===== src/rtl/core/srrip_pkg.sv =====
// ----------------------------------------------------------------------------
// srrip_pkg
// shared constants, types and codes of the replacement core
// ----------------------------------------------------------------------------
package srrip_pkg;

    localparam int NUM_SETS      = 2048;
    localparam int NUM_WAYS      = 16;
    localparam int SIG_BITS      = 6;
    localparam int HISTORY_DEPTH = 8;

    localparam int SET_W     = $clog2(NUM_SETS);
    localparam int WAY_W     = 4;
    localparam int WAY_IDX_W = $clog2(NUM_WAYS);
    localparam int PTR_W     = $clog2(HISTORY_DEPTH);
    localparam int ADDR_W    = 64;
    localparam int CNT_W     = $clog2(HISTORY_DEPTH) + 1;
    localparam int SIG_COUNT = 1 << SIG_BITS;
    localparam int CLR_LEN   = (NUM_SETS > SIG_COUNT) ? NUM_SETS : SIG_COUNT;
    localparam int CLR_W     = $clog2(CLR_LEN) + 1;

    localparam logic [1:0] RRPV_FAR   = 2'd3;
    localparam logic [1:0] RRPV_NEAR  = 2'd1;
    localparam logic [1:0] RRPV_HIT   = 2'd0;
    localparam logic [1:0] CTR_MAX    = 2'd3;
    localparam logic [1:0] CTR_MIN    = 2'd0;
    localparam logic [1:0] CTR_RESET  = 2'd1;
    localparam logic [ADDR_W-1:0] STRIDE_POS = 64'd64;
    localparam logic [ADDR_W-1:0] STRIDE_NEG = 64'hFFFF_FFFF_FFFF_FFC0;

    localparam logic [2:0] THR_RESET   = 3'd6;
    localparam logic [1:0] REUSE_RESET = 2'd2;

    // configuration register indexes
    localparam logic CFG_STREAM_THRESHOLD = 1'b0;
    localparam logic CFG_REUSE_LEVEL      = 1'b1;

    // command codes
    localparam logic CMD_FIND   = 1'b0;
    localparam logic CMD_UPDATE = 1'b1;

    typedef struct packed {
        logic                cmd;
        logic [SET_W-1:0]    set;
        logic [WAY_W-1:0]    way;
        logic [ADDR_W-1:0]   addr;
        logic [SIG_BITS-1:0] sig;
        logic                hit;
        logic                victim;
    } item_t;

    typedef struct packed {
        logic [HISTORY_DEPTH-1:0][ADDR_W-1:0] hist;
        logic [PTR_W-1:0]                     ptr;
        logic [NUM_WAYS-1:0][SIG_BITS-1:0]    sig;
        logic [NUM_WAYS-1:0][1:0]             rrpv;
    } row_t;

    typedef struct packed {
        logic empty;
        logic full;
    } fifo_stat_t;

    typedef enum logic [1:0] {
        ST_CLEAR,
        ST_IDLE,
        ST_READ,
        ST_EXEC
    } state_t;

endpackage


===== src/rtl/core/srrip_front.sv =====
// ----------------------------------------------------------------------------
// srrip_front
// accepts request items, decodes fields and signature, feeds the queue
// ----------------------------------------------------------------------------
module srrip_front (
    input  logic                 clk,
    input  logic                 rst_n,
    input  logic                 s_tvalid,
    output logic                 s_tready,
    // set[10:0] way[14:11] phys_address[78:15] program_counter[142:79]
    // was_hit[143] victim_present[144] zero pad[151:145]
    input  logic [151:0]         s_tdata,
    // command[0]
    input  logic [0:0]           s_tuser,
    input  srrip_pkg::fifo_stat_t q_stat,
    output logic                 q_push,
    output srrip_pkg::item_t     q_item
);
    import srrip_pkg::*;

    logic  valid_reg, valid_next;
    item_t item_reg;
    item_t item_dec;

    // field decode
    always_comb
    begin
        item_dec.cmd    = s_tuser[0];
        item_dec.set    = s_tdata[SET_W-1:0];
        item_dec.way    = s_tdata[14:11];
        item_dec.addr   = s_tdata[78:15];
        item_dec.sig    = s_tdata[79+SIG_BITS+1:79+2];
        item_dec.hit    = s_tdata[143];
        item_dec.victim = s_tdata[144];
    end

    assign q_push   = valid_reg && !q_stat.full;
    assign s_tready = !valid_reg || q_push;
    assign q_item   = item_reg;

    always_comb
    begin
        valid_next = valid_reg;
        if (q_push)
        begin
            valid_next = 1'b0;
        end
        if (s_tvalid && s_tready)
        begin
            valid_next = 1'b1;
        end
    end

    // control register
    always_ff @(posedge clk or negedge rst_n)
    begin
        if (!rst_n)
        begin
            valid_reg <= 1'b0;
        end
        else
        begin
            valid_reg <= valid_next;
        end
    end

    // payload register
    always_ff @(posedge clk)
    begin
        if (s_tvalid && s_tready)
        begin
            item_reg <= item_dec;
        end
    end

endmodule


===== config.mk =====
export PLATFORM = sky130hd
export DESIGN_NAME = srrip_front
export DESIGN_NICKNAME = d
export VERILOG_FILES = /design/src/rtl/core/srrip_pkg.sv /design/src/rtl/core/srrip_front.sv
export SDC_FILE = /design/constraint.sdc
export NUM_CORES = 1
export LEC_CHECK = 0
export BUFFER_PORTS_ARGS = -buffer_cell sky130_fd_sc_hd__buf_2
export CAP_MARGIN = 20
export CORE_AREA = 2 2 97 99
export CTS_BUF_LIST = sky130_fd_sc_hd__clkbuf_16
export CTS_CLUSTER_DIAMETER = 50
export DETAILED_ROUTE_END_ITERATION = 6
export DIE_AREA = 0 0 99 101
export GPL_TIMING_DRIVEN = 0
export PLACE_DENSITY = 0.68
export SLEW_MARGIN = 40
export SYNTH_ARGS = -nofsm -noshare
export SYNTH_HDL_FRONTEND = slang
export SYNTH_SLANG_ARGS = --single-unit

===== constraint.sdc =====
create_clock -name clk -period 11.18 [get_ports clk]
set_input_delay 0 -clock clk [delete_from_list [all_inputs] [get_ports clk]]
set_output_delay 0 -clock clk [all_outputs]
set_load 0.02 [all_outputs]

==> results.txt, run 1 <==
The worst hold path begins at q_stat[0]. Leaving out fill and tap cells, the most frequent cells in the layout are buf_2 (181), dlygate4sd3_1 (92), edfxtp_1 (88), clkbuf_16 (9), buf_8 (5). The die is just under 100 um wide. The remaining max-slew budget at the tightest pin is around 78%. The placed cell count is ~400.

The number of cells upsized or downsized after cts came out at 0. The clock tree buffer depth came out at 2. The startpoint identified for the worst register-to-register timing path is valid_reg$_DFFE_PN0P_.

Sequential elements use 99.0% of the synthesized area. STA classifies the critical path startpoint as a register. The cell area after technology mapping came out at ~2700 um2. The number of synthesis warnings is 0. The minimum setup slack after placement came out at 9.66 ns. The slowest stage of the critical path is the dfrtp_1 cell. The hold buffer count at CTS is 92.

The worst clock skew is about 0.0050 ns. The combined buffer and inverter count along the critical path is 2. TritonCTS built the clock tree. The total nets after synthesis is 251.

The first-pass detailed-route iteration total came out at 4. The cell count after synthesis came out at 93. On the worst path, the slowest cell contributes a delay of 0.44 ns. The period utilization is between 10% and 20%. The remaining antenna violation count came out at 0. between 200 and 250 I/O pins were placed. The number of antenna violations at the first check in global routing is 0. The largest driver fanout on the critical path came out at 19. At the pin with the least slew margin, the transition time is 0.336 ns. The mean cell area of the mapped netlist came out at between 20 and 30 um2.

The number of buffers inserted by post-CTS setup repair came out at 0. The number of antenna diodes is 0. Setup repair after global routing left no endpoint under its margin. Grouping stages by cell kind, the critical path spends the most delay in flip-flops. The summed negative setup slack over all endpoints came out at 0 ns. The post-route DRC violation count came out at 0. The cell taking the most area after synthesis is edfxtp_1. By startpoint and endpoint, the worst setup path is classified as register to register. In the global route stage, overall resource usage came out at ~15%. The estimated wirelength of the detail-placed design came out at approximately 4.7 mm.

The leftover overflow at the end of global routing is 0. STA puts the critical path data required time at 11.20 ns. The critical path crosses 3 cells after its start point. The run finished with clean final reports. The area fraction of the dominant cell type after synthesis is between 90% and 100%. Dividing the detail-routed wire length by the instance count gives approximately 15 um. Static timing analysis puts the maximum clock frequency at 0.652 GHz.

Setup slack closes at a little under 10 ns. The register clock-pin slew on the reported worst setup and hold paths came out at ~0.06 ns. The register with the most flip-flops in the layout has 88 of them.

The kind of path behind the tightest hold check is primary input to register. Using the TritonRoute via totals, the vias-per-cell ratio works out to between 4 and 5. The via count of the first global-routing pass came to 2258. The areal power density over the cells is ~160 nW/um2. Traced cell by cell, the critical path runs through a21boi_4 > buf_8 > buf_8.

The initial utilization of the core area, before any placement, comes to 30.0%. Counting every sink on the clock net gives slightly below 90. The wire length after detailed routing is between 7 and 8 mm. The total core area came out at about 9000 um2. The number of vias after detailed routing is roughly 2100. Synthesis inferred around 90 register bits. The clock period could shrink to 1.53 ns. The most numerous cell type found on the critical path is buf_8. The die is ~100 um tall. The root cell of the clock tree is clkbuf_16. Entering global routing, the biggest net connects 20 pins. The first global-routing pass estimated 11.0 mm of wire. For the worst-skew pair, the clock arrives at the later sink with an insertion delay of approximately 0.32 ns. The count of unique library cells instantiated by Yosys came out at 6.

The data arrival time of the worst path came out at between 1.5 and 2 ns. STA classifies the critical path endpoint as a register. In the post-synthesis netlist, the biggest area contributors are edfxtp_1 (98%), dfrtp_1 (0.93%), a21o_2 (0.33%).

The number of violations reported at the end of detailed-routing iteration 0 came out at 66. The number of nets at the end of the flow came out at 540. The count of input and output buffers came out at 181. The flop-to-flop setup slack is 9.65 ns. The final-report max-slew violation count came out at 0. The number of maximum-capacitance constraint violations came out at 0. The worst hold path terminates at q_item[75]$_DFFE_PP_.

The total setup violations reported at the end of the flow came out at 0. The number of CTS-inserted buffers is 9. The growth of design area from synthesis to finish is 88.2%. The site row count came out at 35.

The final hold violation count is 0. In this run the static leakage power is 2.16 nW. The worst register-to-register path ends at q_item[58]$_DFFE_PP_. The global placement routability congestion is ~0.70.

The die covers 10000 um2. The final cell count without fillers came out at just under 500. The fraction of final layout cells with drive strength greater than 1 came out at ~52%. VDD sags by at most 84.0 uV. The number of cells on the worst reg-to-reg path is 3. The count of H-tree levels built during CTS came out at 3.

The leading cell type in the layout, fill and taps excluded is buf_2. The design draws about 0.8 mW. The number of cells on the worst hold path is 2.
-- report_power, final --
| part | switching (mW) | internal, mW | total (mW) |
|---|---|---|---|
| combinational | 0.0478 | 0.0473 | 0.0951 |
| clock | 0.110 | 0.214 | 0.325 |
| sequential | 0.00460 | 0.389 | 0.394 |
| total | 0.163 | 0.650 | 0.813 |
-- metal layers --
layer	track usage [%]	routed length (um)	vias up
li1	-	-	949
met1	16.3	2760	1004
met2	25.8	3890	114
met3	5.41	593	14
met4	5.48	142	0
met5	0	0	-
-- stage by stage --
step                cell area (um2)  hold WS, ns  util (%)
global placement               3740       -0.223      41.6
floorplan                      2690       -0.296         -
detailed placement             3820       -0.223      42.6
finish                         5070        0.114      56.5
CTS                            5070       0.0943      56.5
global route                   5070        0.104      56.5
-- Yosys cell counts --
cell type,number
nor2b_1,1
nand2_1,1
edfxtp_1,88
a21o_2,1
a21boi_0,1
dfrtp_1,1
-- worst max-delay path by stage --
stage | from | endpoint | slack (ns)
after detailed placement | valid_reg$_DFFE_PN0P_ | q_item[58]$_DFFE_PP_ | 9.66
after floorplan | valid_reg$_DFFE_PN0P_ | q_item[0]$_DFFE_PP_ | 3.73
after global placement | valid_reg$_DFFE_PN0P_ | q_item[55]$_DFFE_PP_ | 1.68
after global routing | valid_reg$_DFFE_PN0P_ | q_item[27]$_DFFE_PP_ | 9.59
final | valid_reg$_DFFE_PN0P_ | q_item[58]$_DFFE_PP_ | 9.65
after CTS | valid_reg$_DFFE_PN0P_ | q_item[73]$_DFFE_PP_ | 9.65
-- area by class of cell --
cell class	instances	area [um2]
Clock inverter	5	97.6
Sequential cell	89	2670
Clock buffer	9	225
Timing Repair Buffer	278	1900
Fill cell	709	3910
Tap cell	111	139
Multi-Input combinational cell	4	37.5
-- cell families (layout without fill, tap and decap cells) --
kind of cell           after synthesis  count (layout)  share of synthesized area (%)
AO/OA/AOI/OAI                        2               2                          0.604
buffers and inverters                0             292                              0
flip-flops                          89              89                           99.0
AND/OR/NAND/NOR                      2               2                          0.372
-- worst register-to-register path, stage by stage, from the launching register on --
cell      delay, ns
dfrtp_1        0.44
a21boi_4       0.35
buf_8          0.24
buf_8          0.20
(Power assumes the default switching activity.)
==> run 2: changes to the inputs <==
--- a/config.mk
+++ b/config.mk
@@ -13,7 +13,7 @@
 export DETAILED_ROUTE_END_ITERATION = 6
 export DIE_AREA = 0 0 99 101
 export GPL_TIMING_DRIVEN = 0
-export PLACE_DENSITY = 0.68
+export PLACE_DENSITY = 0.7
 export SLEW_MARGIN = 40
 export SYNTH_ARGS = -nofsm -noshare
 export SYNTH_HDL_FRONTEND = slang
==> constraint.sdc (replaced) <==
create_clock -name clk -period 1.4 [get_ports clk]
set_input_delay 0 -clock clk [delete_from_list [all_inputs] [get_ports clk]]
set_output_delay 0 -clock clk [all_outputs]
set_load 0.02 [all_outputs]
==> results.txt, run 2 (synthesized netlist as in run 1, its figures left out) <==
The run finished with clean final reports. The wire length on met1 came out at ~2.7 mm. The leftover overflow at the end of global routing came out at 0. The number of violations reported at the end of detailed-routing iteration 0 came out at 55. The sum of met3 wire segment lengths after detailed routing is approximately 580 um. For the pin with the worst max-slew slack, the measured transition is ~0.34 ns.

The estimated wirelength of the detail-placed design came out at between 4 and 5 mm. The worst setup path is launched from a register. The number of antenna diodes is 0. The clock drives 89 sinks. The clock tree buffer depth is 2. The post-route DRC violation count came out at 0. The die area is 10000 um2. In this design, the stage delay of the slowest critical-path cell is around 0.56 ns. The cell sitting at the root of the clock tree is a clkbuf_16.

The worst clock skew came out at between 0.004 and 0.005 ns. The number of CTS-inserted buffers is 9. Hold timing on the final database bottoms out at a slack of roughly 0.30 ns.

The total core area is roughly 9000 um2. Setup repair after global routing left no endpoint under its margin. The final hold violation count came to 0. The post-route total power is 6.49 mW.

The final-layout fill cell count is ~690. The timing-limited maximum frequency is roughly 0.75 GHz. The wire length after detailed routing is 7.32 mm. Once detail routing completed, the nets flagged for antenna violations numbered 0. The kind of path behind the tightest hold check is primary input to register.

The combined area of the multi-input logic cells came out at roughly 38 um2. The critical path class is register to register. The areal power density over the cells is about 1300 nW/um2. The post-layout minimum cycle time came out at 1.34 ns.

The starting density of the core is between 30% and 40%. The final-report max-slew violation count came out at 0. The number of antenna violations at the first check in global routing came out at 0. The floorplan step set the die height to slightly above 100 um. Counting tap cells, the placed design contains a total of between 300 and 400 instances. In this run the tool buffered the top-level ports with about 180 buffer cells. For this design the top-level I/O count stands at between 200 and 250. Leaving out fill and tap cells, the most frequent cells in the layout are buf_2 (181), dlygate4sd3_1 (92), edfxtp_1 (88), clkbuf_16 (9), bufinv_16 (3). The area used by sequential logic in the layout came out at around 2700 um2. The leakage power total is 2.14 nW. The routed length per instance is 14.8 um. The first detailed-routing pass took 4 iterations. The number of gates resized after CTS was 0. Once layout is complete, the utilization of the core stands at 56.1%.

The top routing layer in use is met4. The data arrival time of the worst path is roughly 1.5 ns. The via count of the first global-routing pass came to between 2000 and 2500.

The worst-case IR drop observed on VDD is a little under 600 uV. The maximum number of pins on one net before global-route repair is 39. TritonCTS built the clock tree. The worst-path cell with the longest stage delay is dlygate4sd3_1.

From synthesis to final layout, the design area changed by 86.9%. The width of the die is 99 um. The tool flagged a number of max-cap violations equal to 0. The first-pass GRT wire length came out at between 10 and 15 mm.

In this run the number of H-tree levels came out at 3. The worst-skew pair later-pin latency came out at 0.32 ns. The all-layer global routing usage is 14.5%. STA puts the critical path data required time at between 1.5 and 2 ns. The library cell used most frequently in the layout, excluding fill and tap cells, is buf_2.

The number of nets at the end of the flow came out at about 540. The worst pin sits at a relative slew slack of between 70 and 80%. The total setup violations reported at the end of the flow is 0.

Traced cell by cell, the critical path runs through a21o_2 > dlygate4sd3_1. Of the available clock period, the critical path in the final layout requires 95.8%. The largest driver fanout on the critical path is 4. The detailed-routed wire length on met2 is 3.92 mm.

The fraction of final layout cells with drive strength greater than 1 came out at 52.2%. The number of vias after detailed routing came out at about 2000. After the flow finishes, the layout carries non-filler instances totaling about 500. The number of flip-flops in the largest register came out at roughly 90. The worst setup path is captured at a register. The register clock-pin slew on the reported worst setup and hold paths is ~0.06 ns. The site row count came out at 35. The detailed-route vias per instance came out at ~4.1. Across all register-to-register paths, the minimum setup slack is between 0.05 and 0.06 ns.

Routability-driven placement finished with a final weighted congestion of about 0.7.
==> run 2: power by group <==
group / switching [mW] / leakage, nW / internal (mW)
sequential: 0.0377 / 0.849 / 3.11
combinational: 0.377 / 1.14 / 0.367
clock: 0.890 / 0.157 / 1.71
total: 1.30 / 2.14 / 5.18
==> run 2: repair_timing <==
| item | CTS | global route |
|---|---|---|
| endpoints found under the hold margin | 90 | 0 |
| pin swaps | 1 | 0 |
| endpoints found under the setup margin | 56 | 38 |
| hold buffers | 92 | 0 |
| buffers inserted | 2 | 0 |
==> run 2: worst paths after layout <==
kind,start,end,cells after the start
max,valid_reg$_DFFE_PN0P_,valid_reg$_DFFE_PN0P_,2
min,q_stat[0],q_item[12]$_DFFE_PP_,3
max reg2reg,valid_reg$_DFFE_PN0P_,valid_reg$_DFFE_PN0P_,2
min reg2reg,valid_reg$_DFFE_PN0P_,q_item[12]$_DFFE_PP_,2
max in group asynchronous,rst_n,valid_reg$_DFFE_PN0P_,3
min in group asynchronous,rst_n,valid_reg$_DFFE_PN0P_,3
==> run 2: metrics by stage <==
| step | setup WS, ns | TNS [ns] | instance area, um2 |
|---|---|---|---|
| after floorplan | -0.931 | -81.97 | 2710 |
| after global placement | -1.38 | -120.94 | 3750 |
| after detailed placement | -0.267 | -7.82 | 3820 |
| after CTS | 0.0144 | 0 | 5050 |
| after global routing | 0.0216 | 0 | 5040 |
| final | 0.0593 | 0 | 5040 |
==> run 2: cell type report <==
type	instances	share of cell area, %
tap	111	2.76
clock inverter	4	1.89
clock buffer	9	4.47
timing repair buffer	277	37.2
multi-input combinational	4	0.745
sequential	89	53.0
==> run 2: routing by layer <==
metal	up-vias	track usage, %
li1	947	-
met1	955	15.9
met2	120	25.9
met3	11	4.58
met4	0	6.32
met5	-	0
==> run 2: critical path: cells and delay by family, from the launching register on <==
family | cells | cell delay, ns
buf+inv | 1 | 0.56
flops | 1 | 0.43
compound gates | 1 | 0.23
==> run 3: changes to the inputs <==
==> constraint.sdc (replaced) <==
create_clock -name clk -period 1.4 [get_ports clk]
set_input_delay 0.42 -clock clk [delete_from_list [all_inputs] [get_ports clk]]
set_output_delay 0.42 -clock clk [all_outputs]
set_load 0.02 [all_outputs]
==> results.txt, run 3 (synthesized netlist as in run 1, its figures left out) <==
The flow ran to the end, but the final reports show violations. The checks that failed: negative setup slack. Once detail routing completed, the nets flagged for antenna violations numbered 0. In this run the worst path has a maximum fanout of 4. Setup repair after global routing could not meet its margin everywhere. For this block, the routed nets add up to roughly 6.3 mm of wire. Dividing the final minimum period by the clock period gives 103%. The number of vias after detailed routing is roughly 1700. The routed length per instance came out at between 15 and 20 um. The maximum VDD drop came out at between 500 and 600 uV. The flop-to-flop setup slack came out at ~0.040 ns. The first global-routing pass estimated just over 9 mm of wire. The y dimension of the die is roughly 100 um. The switching power is around 1.3 mW. The internal power is slightly below 5 mW.

The total setup violations reported at the end of the flow came out at 1. The areal power density over the cells came out at between 1000 and 1500 nW/um2. STA classifies the critical path startpoint as a register.

For hold timing, the worst endpoint is q_item[17]$_DFFE_PP_. Leaving out fill and tap cells, the most frequent cell in the layout is buf_2. The part of the power in the clock network came out at between 30 and 40%. The via count of the first global-routing pass is around 1800. In this design, the largest share of critical-path delay is due to flip-flops.

The number of cells on the worst reg-to-reg path came out at 4. The number of violations reported at the end of detailed-routing iteration 0 is 45. The timing-limited maximum frequency is between 0.6 and 0.7 GHz. The type of element capturing the critical path is an output port. The routing layer with the top usage in global route is met2. The global placement routability congestion is between 0.7 and 0.8. The final hold violation count came out at 0.

Cells fill about 47% of the core in the end. The data arrival time of the worst path came out at around 1 ns. The count of input and output buffers is about 180. The total core area is 8980 um2. The all-layer global routing usage is 12.6%. The number of flip-flops in the largest register is between 80 and 90. The signal on the critical path passes through nor2b_4 > buf_6. In this run switching power makes up a little over a fifth of total power. The critical path class is register to output port. The fraction of power consumed by sequential logic is between 50% and 60%. The global-route track usage on met1 is around 15%. From synthesis to final layout, the design area changed by 57.5%. The detailed-route vias per instance is ~4.1. The I/O pin total came out at approximately 250.

The pin slew with the least headroom to its limit is roughly 0.21 ns. The hold path startpoint is s_tdata[24]. The fraction of final layout cells with drive strength greater than 1 came out at between 60% and 70%. The top cell types in the final layout, fill and taps aside, are buf_2 (179), edfxtp_1 (88), clkbuf_16 (9), buf_4 (7), buf_6 (4). The worst-path cell with the longest stage delay is dfrtp_2. The first-pass detailed-route iteration total is 4.

Max-cap violations in this run came to 0. The data required time at the worst endpoint came out at 0.98 ns. The worst clock skew came out at around 0.0086 ns.

Along the worst hold path, the cell count comes to 1. The number of clock sinks is 89. For this run, the slowest stage of the critical path takes ~0.44 ns. The die is slightly below 100 um wide.

For this run, global-route usage on met3 was measured as 5.76%. The path class of the tightest hold or removal check is primary input to register. In this run the critical register-to-register path is captured at q_item[9]$_DFFE_PP_. Subtracting the final worst setup slack from the clock period gives 1.45 ns. The number of antenna violations at the first check in global routing came out at 0. The final-report max-slew violation count is 0. The clock tree buffer depth came out at 2. The final hold slack is 0.263 ns. The starting density of the core is 30.0%. The leakage power total is between 1.5 and 2 nW. The number of CTS-inserted buffers came out at 9. The met2 track demand over resource is between 10% and 20%. The part of the power in combinational logic is about a tenth. After floorplanning, the core was divided into 35 placement rows.

The number of nets at the end of the flow came out at around 460. The count of H-tree levels built during CTS is 3. The worst register-to-register path begins at valid_reg$_DFFE_PN0P_. Across all setup checks in the final design, the least slack found is -0.0488 ns. The die area is roughly 10000 um2. The root cell of the clock tree is clkbuf_16. The number of antenna diodes came out at 0. Setup total negative slack on the finished layout was measured at -0.0488 ns. In the routed design, unresolved DRC markers number 0. The maximum number of pins on one net before global-route repair is 21. The TritonCTS clock tree is built. The worst-skew pair later-pin latency came out at ~0.33 ns. The number of buffers and inverters on the critical path is 1. The register clock-pin slew on the reported worst setup and hold paths came out at ~0.060 ns. The worst pin sits at a relative slew slack of between 80% and 90%. The total overflow left after global routing is 0.
run 3: cell types whose count changed in the layout (fill, tap and decap cells not counted), moves of 2 or more:
cell	before	now
buf_4	2	7
clkinv_1	0	2
buf_2	181	179
buf_6	0	4
buf_12	0	3
dlygate4sd3_1	92	1
run 3: power groups by stage:
stage	combinational [mW]	clock [mW]	sequential, mW
global placement	0.518	0	3.20
CTS	0.588	2.55	3.14
global route	0.635	2.66	3.15
floorplan	0.0589	0	3.39
finish	0.594	2.48	3.14
detailed placement	0.555	0	3.20
run 3: timing repair:
action | CTS | global route
endpoints found under the setup margin | 77 | 54
hold buffers | 1 | 0
setup buffers | 7 | 2
pin swaps | 1 | 2
gates cloned | 0 | 0
endpoints found under the hold margin | 1 | 0
gates resized for setup | 5 | 7
run 3: routing by layer:
layer	vias to the layer above	wire (um)	share of wire, %
li1	791	-	-
met1	808	2430	39
met2	111	3160	50
met3	7	646	10
met4	0	68	1.1
met5	-	0	0
run 3: metrics by stage:
step / cells / area, um2 / setup slack, ns / power, mW
3_5_place_dp: 389 / 3810 / -0.467 / 3.75
5_1_grt: 414 / 4240 / -0.0874 / 6.45
3_3_place_gp: 385 / 3750 / -1.52 / 3.72
6_report: 414 / 4240 / -0.0488 / 6.21
2_1_floorplan: 93 / 2710 / -0.983 / 3.45
4_1_cts: 412 / 4200 / -0.0927 / 6.28
run 3: worst max path at each step:
stage	endpoint	cells after the start	startpoint
CTS	q_push	2	valid_reg$_DFFE_PN0P_
global placement	q_item[27]$_DFFE_PP_	2	q_stat[0]
global route	q_push	2	valid_reg$_DFFE_PN0P_
finish	q_push	2	valid_reg$_DFFE_PN0P_
floorplan	q_item[0]$_DFFE_PP_	1	valid_reg$_DFFE_PN0P_
detailed placement	q_item[9]$_DFFE_PP_	4	q_stat[0]
run 3: layout make-up:
| cell class | count | area [um2] |
|---|---|---|
| Fill cell | 777 | 4730 |
| Sequential cell | 89 | 2670 |
| Timing Repair Buffer | 195 | 1080 |
| Clock buffer | 9 | 225 |
| Tap cell | 111 | 139 |
| Clock inverter | 6 | 83.8 |
| Multi-Input combinational cell | 4 | 47.5 |
run 3: worst reg2reg max path, stage by stage, from the launching register on:
cell and delay, ns:
dfrtp_2 0.44, a21boi_4 0.22, buf_6 0.14, buf_12 0.10, buf_12 0.15
