<file path="config.mk">
export PLATFORM = sky130hd
export DESIGN_NAME = srrip_queue
export DESIGN_NICKNAME = d
export VERILOG_FILES = /design/src/rtl/core/srrip_pkg.sv /design/src/rtl/core/srrip_queue.sv
export SDC_FILE = /design/constraint.sdc
export NUM_CORES = 1
export LEC_CHECK = 0
export BUFFER_PORTS_ARGS = -buffer_cell sky130_fd_sc_hd__buf_2
export CAP_MARGIN = 30
export CORE_ASPECT_RATIO = 0.5
export CORE_MARGIN = 5
export CORE_UTILIZATION = 52
export DETAILED_ROUTE_END_ITERATION = 12
export PLACE_DENSITY_LB_ADDON = 0.05
export SYNTH_ARGS = -nofsm -noshare
export SYNTH_HDL_FRONTEND = slang
export SYNTH_SLANG_ARGS = --single-unit
</file>
<file path="constraint.sdc">
create_clock -name clk -period 6.8 [get_ports clk]
set_input_delay 0.34 -clock clk [delete_from_list [all_inputs] [get_ports clk]]
set_output_delay 0.34 -clock clk [all_outputs]
set_load 0.01 [all_outputs]
</file>
<file path="src/rtl/core/srrip_pkg.sv">
// ----------------------------------------------------------------------------
// srrip_pkg
// shared constants, types and codes of the replacement core
// ----------------------------------------------------------------------------
package srrip_pkg;

    localparam int NUM_SETS      = 2048;
    localparam int NUM_WAYS      = 16;
    localparam int SIG_BITS      = 6;
    localparam int HISTORY_DEPTH = 8;

    localparam int SET_W     = $clog2(NUM_SETS);
    localparam int WAY_W     = 4;
    localparam int WAY_IDX_W = $clog2(NUM_WAYS);
    localparam int PTR_W     = $clog2(HISTORY_DEPTH);
    localparam int ADDR_W    = 64;
    localparam int CNT_W     = $clog2(HISTORY_DEPTH) + 1;
    localparam int SIG_COUNT = 1 << SIG_BITS;
    localparam int CLR_LEN   = (NUM_SETS > SIG_COUNT) ? NUM_SETS : SIG_COUNT;
    localparam int CLR_W     = $clog2(CLR_LEN) + 1;

    localparam logic [1:0] RRPV_FAR   = 2'd3;
    localparam logic [1:0] RRPV_NEAR  = 2'd1;
    localparam logic [1:0] RRPV_HIT   = 2'd0;
    localparam logic [1:0] CTR_MAX    = 2'd3;
    localparam logic [1:0] CTR_MIN    = 2'd0;
    localparam logic [1:0] CTR_RESET  = 2'd1;
    localparam logic [ADDR_W-1:0] STRIDE_POS = 64'd64;
    localparam logic [ADDR_W-1:0] STRIDE_NEG = 64'hFFFF_FFFF_FFFF_FFC0;

    localparam logic [2:0] THR_RESET   = 3'd6;
    localparam logic [1:0] REUSE_RESET = 2'd2;

    // configuration register indexes
    localparam logic CFG_STREAM_THRESHOLD = 1'b0;
    localparam logic CFG_REUSE_LEVEL      = 1'b1;

    // command codes
    localparam logic CMD_FIND   = 1'b0;
    localparam logic CMD_UPDATE = 1'b1;

    typedef struct packed {
        logic                cmd;
        logic [SET_W-1:0]    set;
        logic [WAY_W-1:0]    way;
        logic [ADDR_W-1:0]   addr;
        logic [SIG_BITS-1:0] sig;
        logic                hit;
        logic                victim;
    } item_t;

    typedef struct packed {
        logic [HISTORY_DEPTH-1:0][ADDR_W-1:0] hist;
        logic [PTR_W-1:0]                     ptr;
        logic [NUM_WAYS-1:0][SIG_BITS-1:0]    sig;
        logic [NUM_WAYS-1:0][1:0]             rrpv;
    } row_t;

    typedef struct packed {
        logic empty;
        logic full;
    } fifo_stat_t;

    typedef enum logic [1:0] {
        ST_CLEAR,
        ST_IDLE,
        ST_READ,
        ST_EXEC
    } state_t;

endpackage

</file>
<file path="src/rtl/core/srrip_queue.sv">
// ----------------------------------------------------------------------------
// srrip_queue
// two-entry queue between the front and the back sequencer
// ----------------------------------------------------------------------------
module srrip_queue (
    input  logic                  clk,
    input  logic                  rst_n,
    input  logic                  push,
    input  srrip_pkg::item_t      push_item,
    input  logic                  pop,
    output srrip_pkg::item_t      pop_item,
    output srrip_pkg::fifo_stat_t stat
);
    import srrip_pkg::*;

    item_t      slot_reg [2];
    logic       wr_ptr_reg, wr_ptr_next;
    logic       rd_ptr_reg, rd_ptr_next;
    logic [1:0] count_reg, count_next;

    assign stat.empty = (count_reg == 2'd0);
    assign stat.full  = (count_reg == 2'd2);
    assign pop_item   = slot_reg[rd_ptr_reg];

    // pointer and count update
    always_comb
    begin
        wr_ptr_next = wr_ptr_reg;
        rd_ptr_next = rd_ptr_reg;
        count_next  = count_reg;
        if (push && !stat.full)
        begin
            wr_ptr_next = !wr_ptr_reg;
        end
        if (pop && !stat.empty)
        begin
            rd_ptr_next = !rd_ptr_reg;
        end
        case ({push && !stat.full, pop && !stat.empty})
            2'b10:   count_next = count_reg + 2'd1;
            2'b01:   count_next = count_reg - 2'd1;
            default: count_next = count_reg;
        endcase
    end

    always_ff @(posedge clk or negedge rst_n)
    begin
        if (!rst_n)
        begin
            wr_ptr_reg <= 1'b0;
            rd_ptr_reg <= 1'b0;
            count_reg  <= 2'd0;
        end
        else
        begin
            wr_ptr_reg <= wr_ptr_next;
            rd_ptr_reg <= rd_ptr_next;
            count_reg  <= count_next;
        end
    end

    // storage
    always_ff @(posedge clk)
    begin
        if (push && !stat.full)
        begin
            slot_reg[wr_ptr_reg] <= push_item;
        end
    end

endmodule

</file>
==> results of run 1 <==
-- cells by family after synthesis --
| logic type | synth area share (%) |
|---|---|
| buffers and inverters | 1.10 |
| flip-flops | 81.9 |
| XOR/XNOR | 0.666 |
| AND/OR/NAND/NOR | 0.514 |
| adder cells (fa/ha/maj) | 0.190 |
| multiplexers | 15.6 |
-- metal layers --
layer  vias up  part of all wire (%)  wire length, µm  global-route usage (%)
met5         -                  0.18               22                       0
met4         6                  0.88              106                    4.38
met3        15                   8.3             1010                    6.54
met2       108                    52             6240                    27.8
met1      1652                    39             4720                    18.6
li1       1549                     -                -                       -
-- cells in the final DEF, fill, tap and decap left out, types with 2 or more instances in the layout --
cell and n:
sky130_fd_sc_hd__clkinvlp_4 4, sky130_fd_sc_hd__bufinv_16 2, sky130_fd_sc_hd__buf_16 2, sky130_fd_sc_hd__edfxtp_1 176
sky130_fd_sc_hd__buf_2 181, sky130_fd_sc_hd__xor2_1 2, sky130_fd_sc_hd__clkinv_2 2, sky130_fd_sc_hd__mux2_2 78
sky130_fd_sc_hd__mux2_4 10, sky130_fd_sc_hd__buf_4 3, sky130_fd_sc_hd__clkbuf_16 17, sky130_fd_sc_hd__inv_6 5
sky130_fd_sc_hd__dfrtp_1 3, sky130_fd_sc_hd__xnor2_1 3, sky130_fd_sc_hd__nor2_1 2
-- power breakdown --
group	internal [mW]	leakage [nW]	switching, mW
Combinational	0.491	1.19	0.520
Clock	0.544	0.273	0.400
Sequential	1.52	1.68	0.108
Total	2.55	3.15	1.03
-- through the flow --
step           setup slack, ns  hold slack [ns]  power [mW]  instance area, µm²
6_report                  3.99            0.116        3.58                8310
5_1_grt                   3.85           0.0902        3.76                8310
4_1_cts                   3.94           0.0992        3.61                8250
3_5_place_dp              4.34            0.157        2.66                7660
3_3_place_gp              4.43            0.150        2.63                7660
2_1_floorplan             1.96           0.0444        2.30                6580
-- repair_timing --
| action | in CTS | in global routing |
|---|---|---|
| hold buffers | 1 | 0 |
| buffers inserted | 0 | 0 |
| endpoints found under the hold margin | 4 | 0 |
-- area by class of cell --
class                   instances  area, µm²  area share (%)
flip-flops and latches        180       5390            64.8
multi-input cells             101       1130            13.6
repair buffers                187        993            12.0
clock buffers                  17        425            5.12
well taps                     170        213            2.56
clock inverters                14        153            1.84
inverters                       1       3.75          0.0452
diodes                          1       2.50          0.0301
-- how the worst max path moves through the flow --
stage / start / end / slack [ns] / depth (start not counted)
2_1_floorplan: count_reg[0]$_DFFE_PN0P_ / slot_reg[0][0]$_DFFE_PP_ / 1.96 / 3
3_3_place_gp: rd_ptr_reg$_DFFE_PN0P_ / pop_item[48] / 4.43 / 3
3_5_place_dp: count_reg[0]$_DFFE_PN0P_ / slot_reg[0][82]$_DFFE_PP_ / 4.34 / 4
4_1_cts: rd_ptr_reg$_DFFE_PN0P_ / pop_item[48] / 3.94 / 3
5_1_grt: rd_ptr_reg$_DFFE_PN0P_ / pop_item[48] / 3.85 / 3
6_report: rd_ptr_reg$_DFFE_PN0P_ / pop_item[85] / 3.99 / 3
-- cells in the mapped netlist (2+ instances only) --
cell	n
sky130_fd_sc_hd__buf_2	7
sky130_fd_sc_hd__buf_6	3
sky130_fd_sc_hd__dfrtp_1	4
sky130_fd_sc_hd__edfxtp_1	176
sky130_fd_sc_hd__mux2_2	78
sky130_fd_sc_hd__mux2_4	10
sky130_fd_sc_hd__nor2_1	3
sky130_fd_sc_hd__xnor2_1	3
sky130_fd_sc_hd__xor2_1	2
-- worst max-delay path: cells and delay by family, from the launching register on --
family,cells,cell delay (ns)
multiplexers,1,0.42
flip-flops,1,0.79
buffers and inverters,2,0.78
==> reports/results.tsv, run 1 <==
stage	metric	value	unit
clocking	clock_path_buffers	2	
synthesis	ys.flop_type	sky130_fd_sc_hd__edfxtp_1	
place	hpwl_dp	8.15	mm
layout	post_layout_instance_count_excluding_filler_cells	671	
timing	layout_min_cycle_time	2.81	ns
layout	flow.area_growth_from_synthesis	26.4	%
route	drc	0	
floorplanning	floorplan.io_pins	182	
synthesis	yosys_register_bits	180	
synthesis	ys.warnings.count	0	
critical_path	crit_reg_reg_startpoint	count_reg[0]$_DFFE_PN0P_	
critical_path	worst_r2r_endpoint	slot_reg[0][33]$_DFFE_PP_	
synthesis	netlist_instances	292	
synthesis	synth.top_cells.by_area	sky130_fd_sc_hd__edfxtp_1 (80%), sky130_fd_sc_hd__mux2_2 (13%), sky130_fd_sc_hd__mux2_4 (2.3%), sky130_fd_sc_hd__dfrtp_1 (1.5%), sky130_fd_sc_hd__buf_2 (0.53%)	
status	run_status	complete, no violations	
hold_path	hp-start	push_item[20]	
timing	maxClockFrequency	356	MHz
clocking	cts_sinks	180	
synthesis	synth.largest_area_cell	sky130_fd_sc_hd__edfxtp_1	
route	dr_vias_cell	4.96	
timing	grt_setup_unrepaired	false	
critical_path	cpMaxStageDelayCell	sky130_fd_sc_hd__dfrtp_4	
route	avgRoutedWirePerCell	18.0	µm
critical_path	startpoint_type_of_the_worst_setup_path	register	
route	routed_wl	12.1	mm
synthesis	synth_edf_count	176	
critical_path	cp_endpoint_kind	output port	
floorplanning	die-width	169	µm
layout	nFillCells	865	
global_routing	gr-usage-all-layers	15.9	%
timing	final.period_utilization	41.3	%
floorplanning	fp.dieArea	15100	µm²
global_routing	grt_pass1_vias	3545	
critical_path	worst-r2r-cell-count	5	
timing	slew-limit-headroom	55.7	%
hold_path	holdPathEnd	slot_reg[1][20]$_DFFE_PP_	
timing	worst_pin_slew	0.665	ns
critical_path	timing.setup.critical_path_class	register to output port	
hold_path	whs_path_depth	1	
global_routing	grt_first_pass_wirelength	17.9	mm
clocking	worstSkewPairLatency	0.41	ns
place	place.port_buffers	181	
place	final_wtd_congestion	0.790	
clocking	cts_resized	0	
synthesis	synth.lib_cells_used.distinct	15	
critical_path	cp.required	6.46	ns
flow_run	cap_viol_max_count	0	
power_and_ir_drop	peakVddDrop	0.290	mV
clocking	clkSlewWorstSetupHoldPaths	0.07	ns
synthesis	synth_sequential_area_ratio	81.9	%
global_routing	grt_antenna_before_repair	3	
floorplanning	initial_core_util	52.5	%
layout	largest_register_ffs	176	
clocking	cts_max_level	4	
route	initialDrtViolationCount	198	
clocking	clock_tree_from_tritoncts	done	
critical_path	critPathArrivalTime	2.47	ns
floorplanning	die-height	89.5	µm
critical_path	reg2reg_setup_slack	4.63	ns
layout	design.final.nets	581	
critical_path	cp_cell_sequence	buf_4, mux2_2, buf_2	
timing	finalMaxSlewViolations	0	
place	placedCellCount	636	
power_and_ir_drop	powerDensity	431	nW/µm²
power_and_ir_drop	power_leakage	3.15	nW
critical_path	cp_slowest_stage_delay	0.79	ns
hold_path	worst_hold_path_type	input port to register	
clocking	cts_buffers	17	
layout	fraction_of_layout_instances_using_a_drive_strength_above_1	61.6	%
synthesis	synth.net_count	385	
global_routing	grt_start_max_net_pins	75	
floorplanning	number_of_rows_in_the_core_area	29	
synthesis	asyncSetResetFlopFracSynth	2.22	%
layout	final_util	66.4	%
timing	timing.final.hold_violations	0	
route	detailroute.via_count	3330	
synthesis	synth_top_area_share	80.4	%
clocking	clock-root-buffer	sky130_fd_sc_hd__clkbuf_16	
synthesis	synthesized_area_per_cell	22.5	µm²
timing	setup-violations-final	0	
route	drt-pass1-iter-count	4	
global_routing	gr-total-overflow	0	
floorplanning	core-area	12500	µm²
synthesis	syn-cell-area	6580	µm²
timing	skew_final	0.00888	ns
critical_path	path_max_fanout	47	
timing	timing.setup.tns	0	ns
route	postRouteAntennaNets	0	
Note: power is estimated with default switching activity, not from simulation.
==> run 2: changes to the inputs <==
CORE_UTILIZATION = 47   (was 52)
clock period = 2.3 ns   (was 6.8 ns; I/O delays follow)
==> reports/results.tsv, run 2 (synthesis gave the netlist of run 1 again) <==
stage	metric	value	unit	change
power_and_ir_drop	clock_network_fraction_of_design_power	26.0	%	-0.4 points
clocking	worstSkewPairLatency	0.42	ns	about the same
route	initialDrtViolationCount	115		-42%
place	hpwl_dp	8.33	mm	+2.3%
route	avgRoutedWirePerCell	16.8	µm	-6.8%
status	run_status	complete, no violations		
timing	slew-limit-headroom	72.4	%	+17 points
clocking	cts_buffers	17		unchanged
route	route.met3.wl	831	µm	-17%
layout	nFillCells	946		+9.4%
floorplanning	core-area	13600	µm²	+8.8%
layout	most_common_cell_after_layout_fill_and_taps_aside	sky130_fd_sc_hd__buf_2		
clocking	clkSlewWorstSetupHoldPaths	0.06	ns	about the same
timing	finalMaxSlewViolations	0		unchanged
place	dpl_worst_slack	0.703	ns	-3.64 ns
power_and_ir_drop	power.share.sequential	43.7	%	-1.7 points
floorplanning	die-height	93.6	µm	+4.6%
timing	timing.final.hold_violations	0		unchanged
timing	worst_pin_slew	0.414	ns	-0.250 ns
route	detailroute.via_count	3650		+9.6%
timing	setup-violations-final	0		unchanged
power_and_ir_drop	peakVddDrop	0.680	mV	+130%
timing	worst_hold_slack	0.0241	ns	-0.0920 ns
critical_path	startpoint_type_of_the_worst_setup_path	register		
route	drc	0		unchanged
timing	grt_setup_unrepaired	false		
power_and_ir_drop	power_leakage	3.53	nW	+12%
critical_path	cp_cell_sequence	buf_12, mux2_2, buf_2		
timing	timing.setup.tns	0	ns	unchanged
floorplanning	floorplan.io_pins	182		unchanged
route	met1Wirelength	5.17	mm	+9.7%
critical_path	worst-r2r-cell-count	3		-2
layout	stdcell_area	9260	µm²	+11%
place	final_wtd_congestion	0.769		-2.7%
critical_path	cpMaxStageDelayCell	sky130_fd_sc_hd__dfrtp_4		
power_and_ir_drop	total_switching_power	3.12	mW	+200%
floorplanning	die-width	177	µm	+4.9%
global_routing	gr-usage-all-layers	15.7	%	-0.19 points
layout	antennaDiodeCount	0		-1
power_and_ir_drop	combinational_share_of_power	30.3	%	+2.1 points
clocking	cts_sinks	180		unchanged
timing	skew_final	0.00788	ns	-0.000998 ns
place	place.port_buffers	181		unchanged
power_and_ir_drop	power_report.internal_total	7.71	mW	+200%
layout	design.final.nets	670		+15%
power_and_ir_drop	powerDensity	1170	nW/µm²	+170%
power_and_ir_drop	post-layout-total-power	10.8	mW	+200%
layout	flow.area_growth_from_synthesis	40.8	%	
power_and_ir_drop	p_sw_share	28.8	%	+0.082 points
clocking	clock-root-buffer	sky130_fd_sc_hd__clkbuf_16		
route	topRoutingLayerUsed	met4		
route	drt-pass1-iter-count	4		unchanged
timing	layout_min_cycle_time	1.97	ns	
route	routed_wl	13.1	mm	+8.7%
route	met2RoutedLength	7.02	mm	+13%
route	dr_vias_cell	4.67		-5.9%
layout	final_util	68.0	%	+1.6 points
layout	fraction_of_layout_instances_using_a_drive_strength_above_1	52.4	%	-9.2 points
floorplanning	fp.dieArea	16600	µm²	+9.7%
layout	largest_register_ffs	176		unchanged
layout	layout.cells.most_common_list	sky130_fd_sc_hd__buf_2 (181), sky130_fd_sc_hd__edfxtp_1 (176), sky130_fd_sc_hd__dlygate4sd3_1 (89)		
critical_path	cp.required	2.18	ns	-4.28 ns
floorplanning	number_of_rows_in_the_core_area	30		+3.4%
global_routing	grt_first_pass_wirelength	19.7	mm	+10%
layout	post_layout_instance_count_excluding_filler_cells	782		+17%
global_routing	grt_start_max_net_pins	75		unchanged
hold_path	whs_path_depth	3		+2
timing	maxClockFrequency	509	MHz	
critical_path	cp_slowest_stage_delay	0.59	ns	-0.20 ns
clocking	cts_max_level	4		unchanged
clocking	clock_tree_from_tritoncts	done		
critical_path	timing.setup.critical_path_class	register to output port		
flow_run	cap_viol_max_count	0		unchanged
critical_path	path_max_fanout	42		-11%
critical_path	cp_endpoint_kind	output port		
timing	final.period_utilization	85.5	%	
critical_path	critPathArrivalTime	1.85	ns	-0.62 ns
floorplanning	initial_core_util	48.3	%	-4.3 points
route	postRouteAntennaNets	0		unchanged
place	placedCellCount	661		+3.9%
clocking	cts_post_setup_buffers_inserted	0		unchanged
clocking	clock_path_buffers	2		unchanged
global_routing	grt_pass1_vias	4025		+14%
place	post_dp_cell_area	7790	µm²	+1.7%
global_routing	grt_antenna_before_repair	0		-3
hold_path	worst_hold_path_type	input port to register		
timing	final.setup.worst_slack	0.335	ns	-3.66 ns
global_routing	gr-total-overflow	0		unchanged
-- run 2: cell count changes in the layout (fill, tap and decap cells not counted), sizes merged --
cell,previous run,this run
clkinv,3,2
buf,186,187
diode,1,0
dlygate4sd3,1,89
clkbuf,17,19
-- run 2: cell type report --
type / count / area [µm²] / area share, %
Multi-Input combinational cell: 101 / 1150 / 12.4
Tap cell: 192 / 240 / 2.59
Clock inverter: 13 / 146 / 1.58
Sequential cell: 180 / 5390 / 58.2
Inverter: 1 / 3.75 / 0.0405
Timing Repair Buffer: 276 / 1900 / 20.6
Clock buffer: 19 / 433 / 4.67
-- run 2: path summary, 6_finish.rpt --
check	start	end	slack [ns]
max	rd_ptr_reg$_DFFE_PN0P_	pop_item[8]	0.33
min	push	wr_ptr_reg$_DFFE_PN0N_	0.02
max reg2reg	count_reg[0]$_DFFE_PN0P_	slot_reg[1][3]$_DFFE_PP_	0.70
min reg2reg	count_reg[0]$_DFFE_PN0P_	count_reg[0]$_DFFE_PN0P_	0.55
max in group asynchronous	rst_n	rd_ptr_reg$_DFFE_PN0P_	2.12
min in group asynchronous	rst_n	count_reg[0]$_DFFE_PN0P_	0.04
-- run 2: layer usage --
| layer | vias up | track usage (%) |
|---|---|---|
| met5 | - | 0 |
| met4 | 0 | 4.24 |
| met1 | 1804 | 17.2 |
| li1 | 1726 | - |
| met3 | 13 | 5.74 |
| met2 | 107 | 29.0 |
-- run 2: power groups by stage --
stage / logic, mW / clock network (mW) / registers, mW
after floorplan: 2.08 / 0 / 4.70
after global placement: 3.17 / 0 / 4.75
after detailed placement: 3.22 / 0 / 4.81
after CTS: 3.35 / 2.89 / 4.74
after global routing: 3.53 / 3.04 / 4.79
final: 3.28 / 2.82 / 4.73
-- run 2: timing repair --
item / in CTS / in global routing
hold buffers: 89 / 0
resized for setup: 0 / 0
endpoints found under the hold margin: 180 / 0
-- run 2: worst max-delay path, delay by kind of cell, from the launching register on --
family | cells | cell delay (ns)
muxes | 1 | 0.39
DFF | 1 | 0.59
buffers and inverters | 2 | 0.41
==> run 3: changes to the inputs <==
BUFFER_PORTS_ARGS = -buffer_cell sky130_fd_sc_hd__buf_4   (was -buffer_cell sky130_fd_sc_hd__buf_2)
CORE_UTILIZATION = 56   (was 47)
clock period = 2.4 ns   (was 2.3 ns; I/O delays follow)
==> reports/results.tsv, run 3 (synthesis gave the netlist of run 1 again) <==
stage	metric	value	unit	change
timing	finalMaxSlewViolations	0		unchanged
global_routing	grt_first_pass_wirelength	22.4	mm	+14%
layout	largest_register_ffs	176		unchanged
layout	final_util	82.9	%	+15 points
clocking	cts_post_setup_buffers_inserted	0		unchanged
layout	nFillCells	564		-40%
critical_path	critical_path_buf_inv_count	2		unchanged
floorplanning	core-area	11700	µm²	-14%
timing	layout_min_cycle_time	2.27	ns	
global_routing	grt_pass1_vias	4180		+3.9%
place	place.port_buffers	181		unchanged
place	final_wtd_congestion	0.756		-1.6%
timing	final.period_utilization	94.5	%	
critical_path	cpMaxStageDelayCell	sky130_fd_sc_hd__dfrtp_4		
timing	grt_setup_unrepaired	false		
timing	timing.final.hold_violations	0		unchanged
floorplanning	floorplan.io_pins	182		unchanged
route	met1Wirelength	5.72	mm	+11%
route	postRouteAntennaNets	0		unchanged
global_routing	gr-total-overflow	0		unchanged
floorplanning	initial_core_util	56.4	%	+8.1 points
flow_run	cap_viol_max_count	0		unchanged
layout	design.final.nets	670		unchanged
clocking	clock_tree_from_tritoncts	done		
power_and_ir_drop	powerDensity	1140	nW/µm²	-2.9%
route	routed_wl	14.8	mm	+13%
route	route.met3.wl	997	µm	+20%
timing	worst_pin_slew	0.586	ns	+0.172 ns
power_and_ir_drop	clock_network_fraction_of_design_power	25.7	%	-0.3 points
clocking	cts_max_level	4		unchanged
layout	most_common_cell_after_layout_fill_and_taps_aside	sky130_fd_sc_hd__buf_4		
place	hpwl_dp	8.54	mm	+2.4%
critical_path	cp_cell_sequence	buf_4, mux2_2, buf_4		
power_and_ir_drop	power_report.internal_total	7.85	mW	+1.8%
route	dr_vias_cell	5.02		+7.5%
power_and_ir_drop	power.share.sequential	42.2	%	-1.5 points
clocking	clock-root-buffer	sky130_fd_sc_hd__clkbuf_16		
global_routing	grt_antenna_before_repair	0		unchanged
route	initialDrtViolationCount	190		+65%
floorplanning	die-height	86.6	µm	-7.5%
floorplanning	number_of_rows_in_the_core_area	28		-6.7%
critical_path	timing.setup.critical_path_class	register to output port		
clocking	clock_path_buffers	2		unchanged
timing	slew-limit-headroom	60.9	%	-11 points
power_and_ir_drop	combinational_share_of_power	32.0	%	+1.7 points
clocking	post_cts_hold_buffer_count	89		unchanged
global_routing	gr-usage-all-layers	21.4	%	+5.7 points
power_and_ir_drop	peakVddDrop	0.700	mV	+2.9%
clocking	cts_sinks	180		unchanged
layout	flow.area_growth_from_synthesis	47.1	%	
route	avgRoutedWirePerCell	19.6	µm	+17%
route	met2RoutedLength	7.99	mm	+14%
route	detailroute.via_count	3792		+3.9%
critical_path	cp_slowest_stage_delay	0.79	ns	+0.20 ns
power_and_ir_drop	total_switching_power	3.12	mW	+0.14%
critical_path	top_cell_by_count_worst_path	sky130_fd_sc_hd__buf_4		
critical_path	critPathArrivalTime	2.15	ns	+0.30 ns
global_routing	grt_start_max_net_pins	54		-28%
route	topRoutingLayerUsed	met4		
clocking	worstSkewPairLatency	0.41	ns	about the same
floorplanning	fp.dieArea	14100	µm²	-15%
timing	maxClockFrequency	441	MHz	
floorplanning	die-width	163	µm	-7.9%
timing	skew_final	0.0105	ns	+0.00259 ns
status	run_status	complete, no violations		
layout	layout.cells.most_common_list	sky130_fd_sc_hd__buf_4 (184), sky130_fd_sc_hd__edfxtp_1 (176), sky130_fd_sc_hd__dlygate4sd3_1 (89)		
critical_path	cp.required	2.28	ns	+0.10 ns
timing	timing.setup.tns	0	ns	unchanged
route	drt-pass1-iter-count	5		+1
critical_path	cp_endpoint_kind	output port		
critical_path	path_max_fanout	40		-4.8%
power_and_ir_drop	p_sw_share	28.5	%	-0.34 points
layout	fraction_of_layout_instances_using_a_drive_strength_above_1	52.2	%	-0.17 points
critical_path	path_delay_family	flip-flops		
timing	setup-violations-final	0		unchanged
route	drc	0		unchanged
hold_path	worst_hold_path_type	input port to async pin		
clocking	clkSlewWorstSetupHoldPaths	0.07	ns	about the same
timing	worst_hold_slack	0.0708	ns	+0.0467 ns
critical_path	startpoint_type_of_the_worst_setup_path	register		
power_and_ir_drop	power_leakage	3.70	nW	+4.6%
clocking	cts_buffers	17		unchanged
clocking	cts_resized	0		unchanged
## run 3: path summary, 6_finish.rpt
| path | start | to | slack (ns) | depth (start not counted) |
|---|---|---|---|---|
| max in group asynchronous | rst_n | rd_ptr_reg$_DFFE_PN0P_ | 2.21 | 2 |
| worst max-delay path | rd_ptr_reg$_DFFE_PN0P_ | pop_item[1] | 0.13 | 3 |
| worst max register to register | count_reg[0]$_DFFE_PN0P_ | slot_reg[0][50]$_DFFE_PP_ | 0.62 | 4 |
| min in group clk | push | wr_ptr_reg$_DFFE_PN0N_ | 0.10 | 3 |
| worst min register to register | count_reg[1]$_DFFE_PN0P_ | count_reg[1]$_DFFE_PN0P_ | 0.53 | 1 |
| worst min-delay path | rst_n | count_reg[1]$_DFFE_PN0P_ | 0.07 | 2 |
## run 3: power by group through the flow
stage / registers (mW) / logic (mW) / clock network, mW
after floorplan: 4.50 / 1.97 / 0
after global placement: 4.62 / 3.30 / 0
after detailed placement: 4.68 / 3.38 / 0
after CTS: 4.62 / 3.53 / 2.87
after global routing: 4.69 / 3.74 / 3.02
final: 4.64 / 3.51 / 2.83
## run 3: per-layer routing
layer	GRT usage [%]	vias up
li1	-	1723
met2	38.7	147
met4	4.87	0
met3	6.89	12
met5	0	-
met1	25.5	1910
## run 3: layout make-up
type / instances / area [µm²] / area share [%]
well taps: 165 / 206 / 2.13
clock inverters: 13 / 173 / 1.79
diodes: 1 / 2.50 / 0.0259
repair buffers: 276 / 2330 / 24.1
flip-flops and latches: 180 / 5390 / 55.7
multi-input cells: 101 / 1130 / 11.7
clock buffers: 19 / 433 / 4.48
inverters: 1 / 3.75 / 0.0388
## run 3: metrics by stage
| stage | instances | area, µm² | total power [mW] | setup slack [ns] |
|---|---|---|---|---|
| 3_3_place_gp | 634 | 8170 | 7.92 | 0.638 |
| 4_1_cts | 755 | 9670 | 11.0 | 0.124 |
| 6_report | 756 | 9670 | 11.0 | 0.131 |
| 5_1_grt | 755 | 9670 | 11.5 | 0.0418 |
| 3_5_place_dp | 634 | 8170 | 8.06 | 0.578 |
| 2_1_floorplan | 292 | 6590 | 6.47 | 0.0121 |
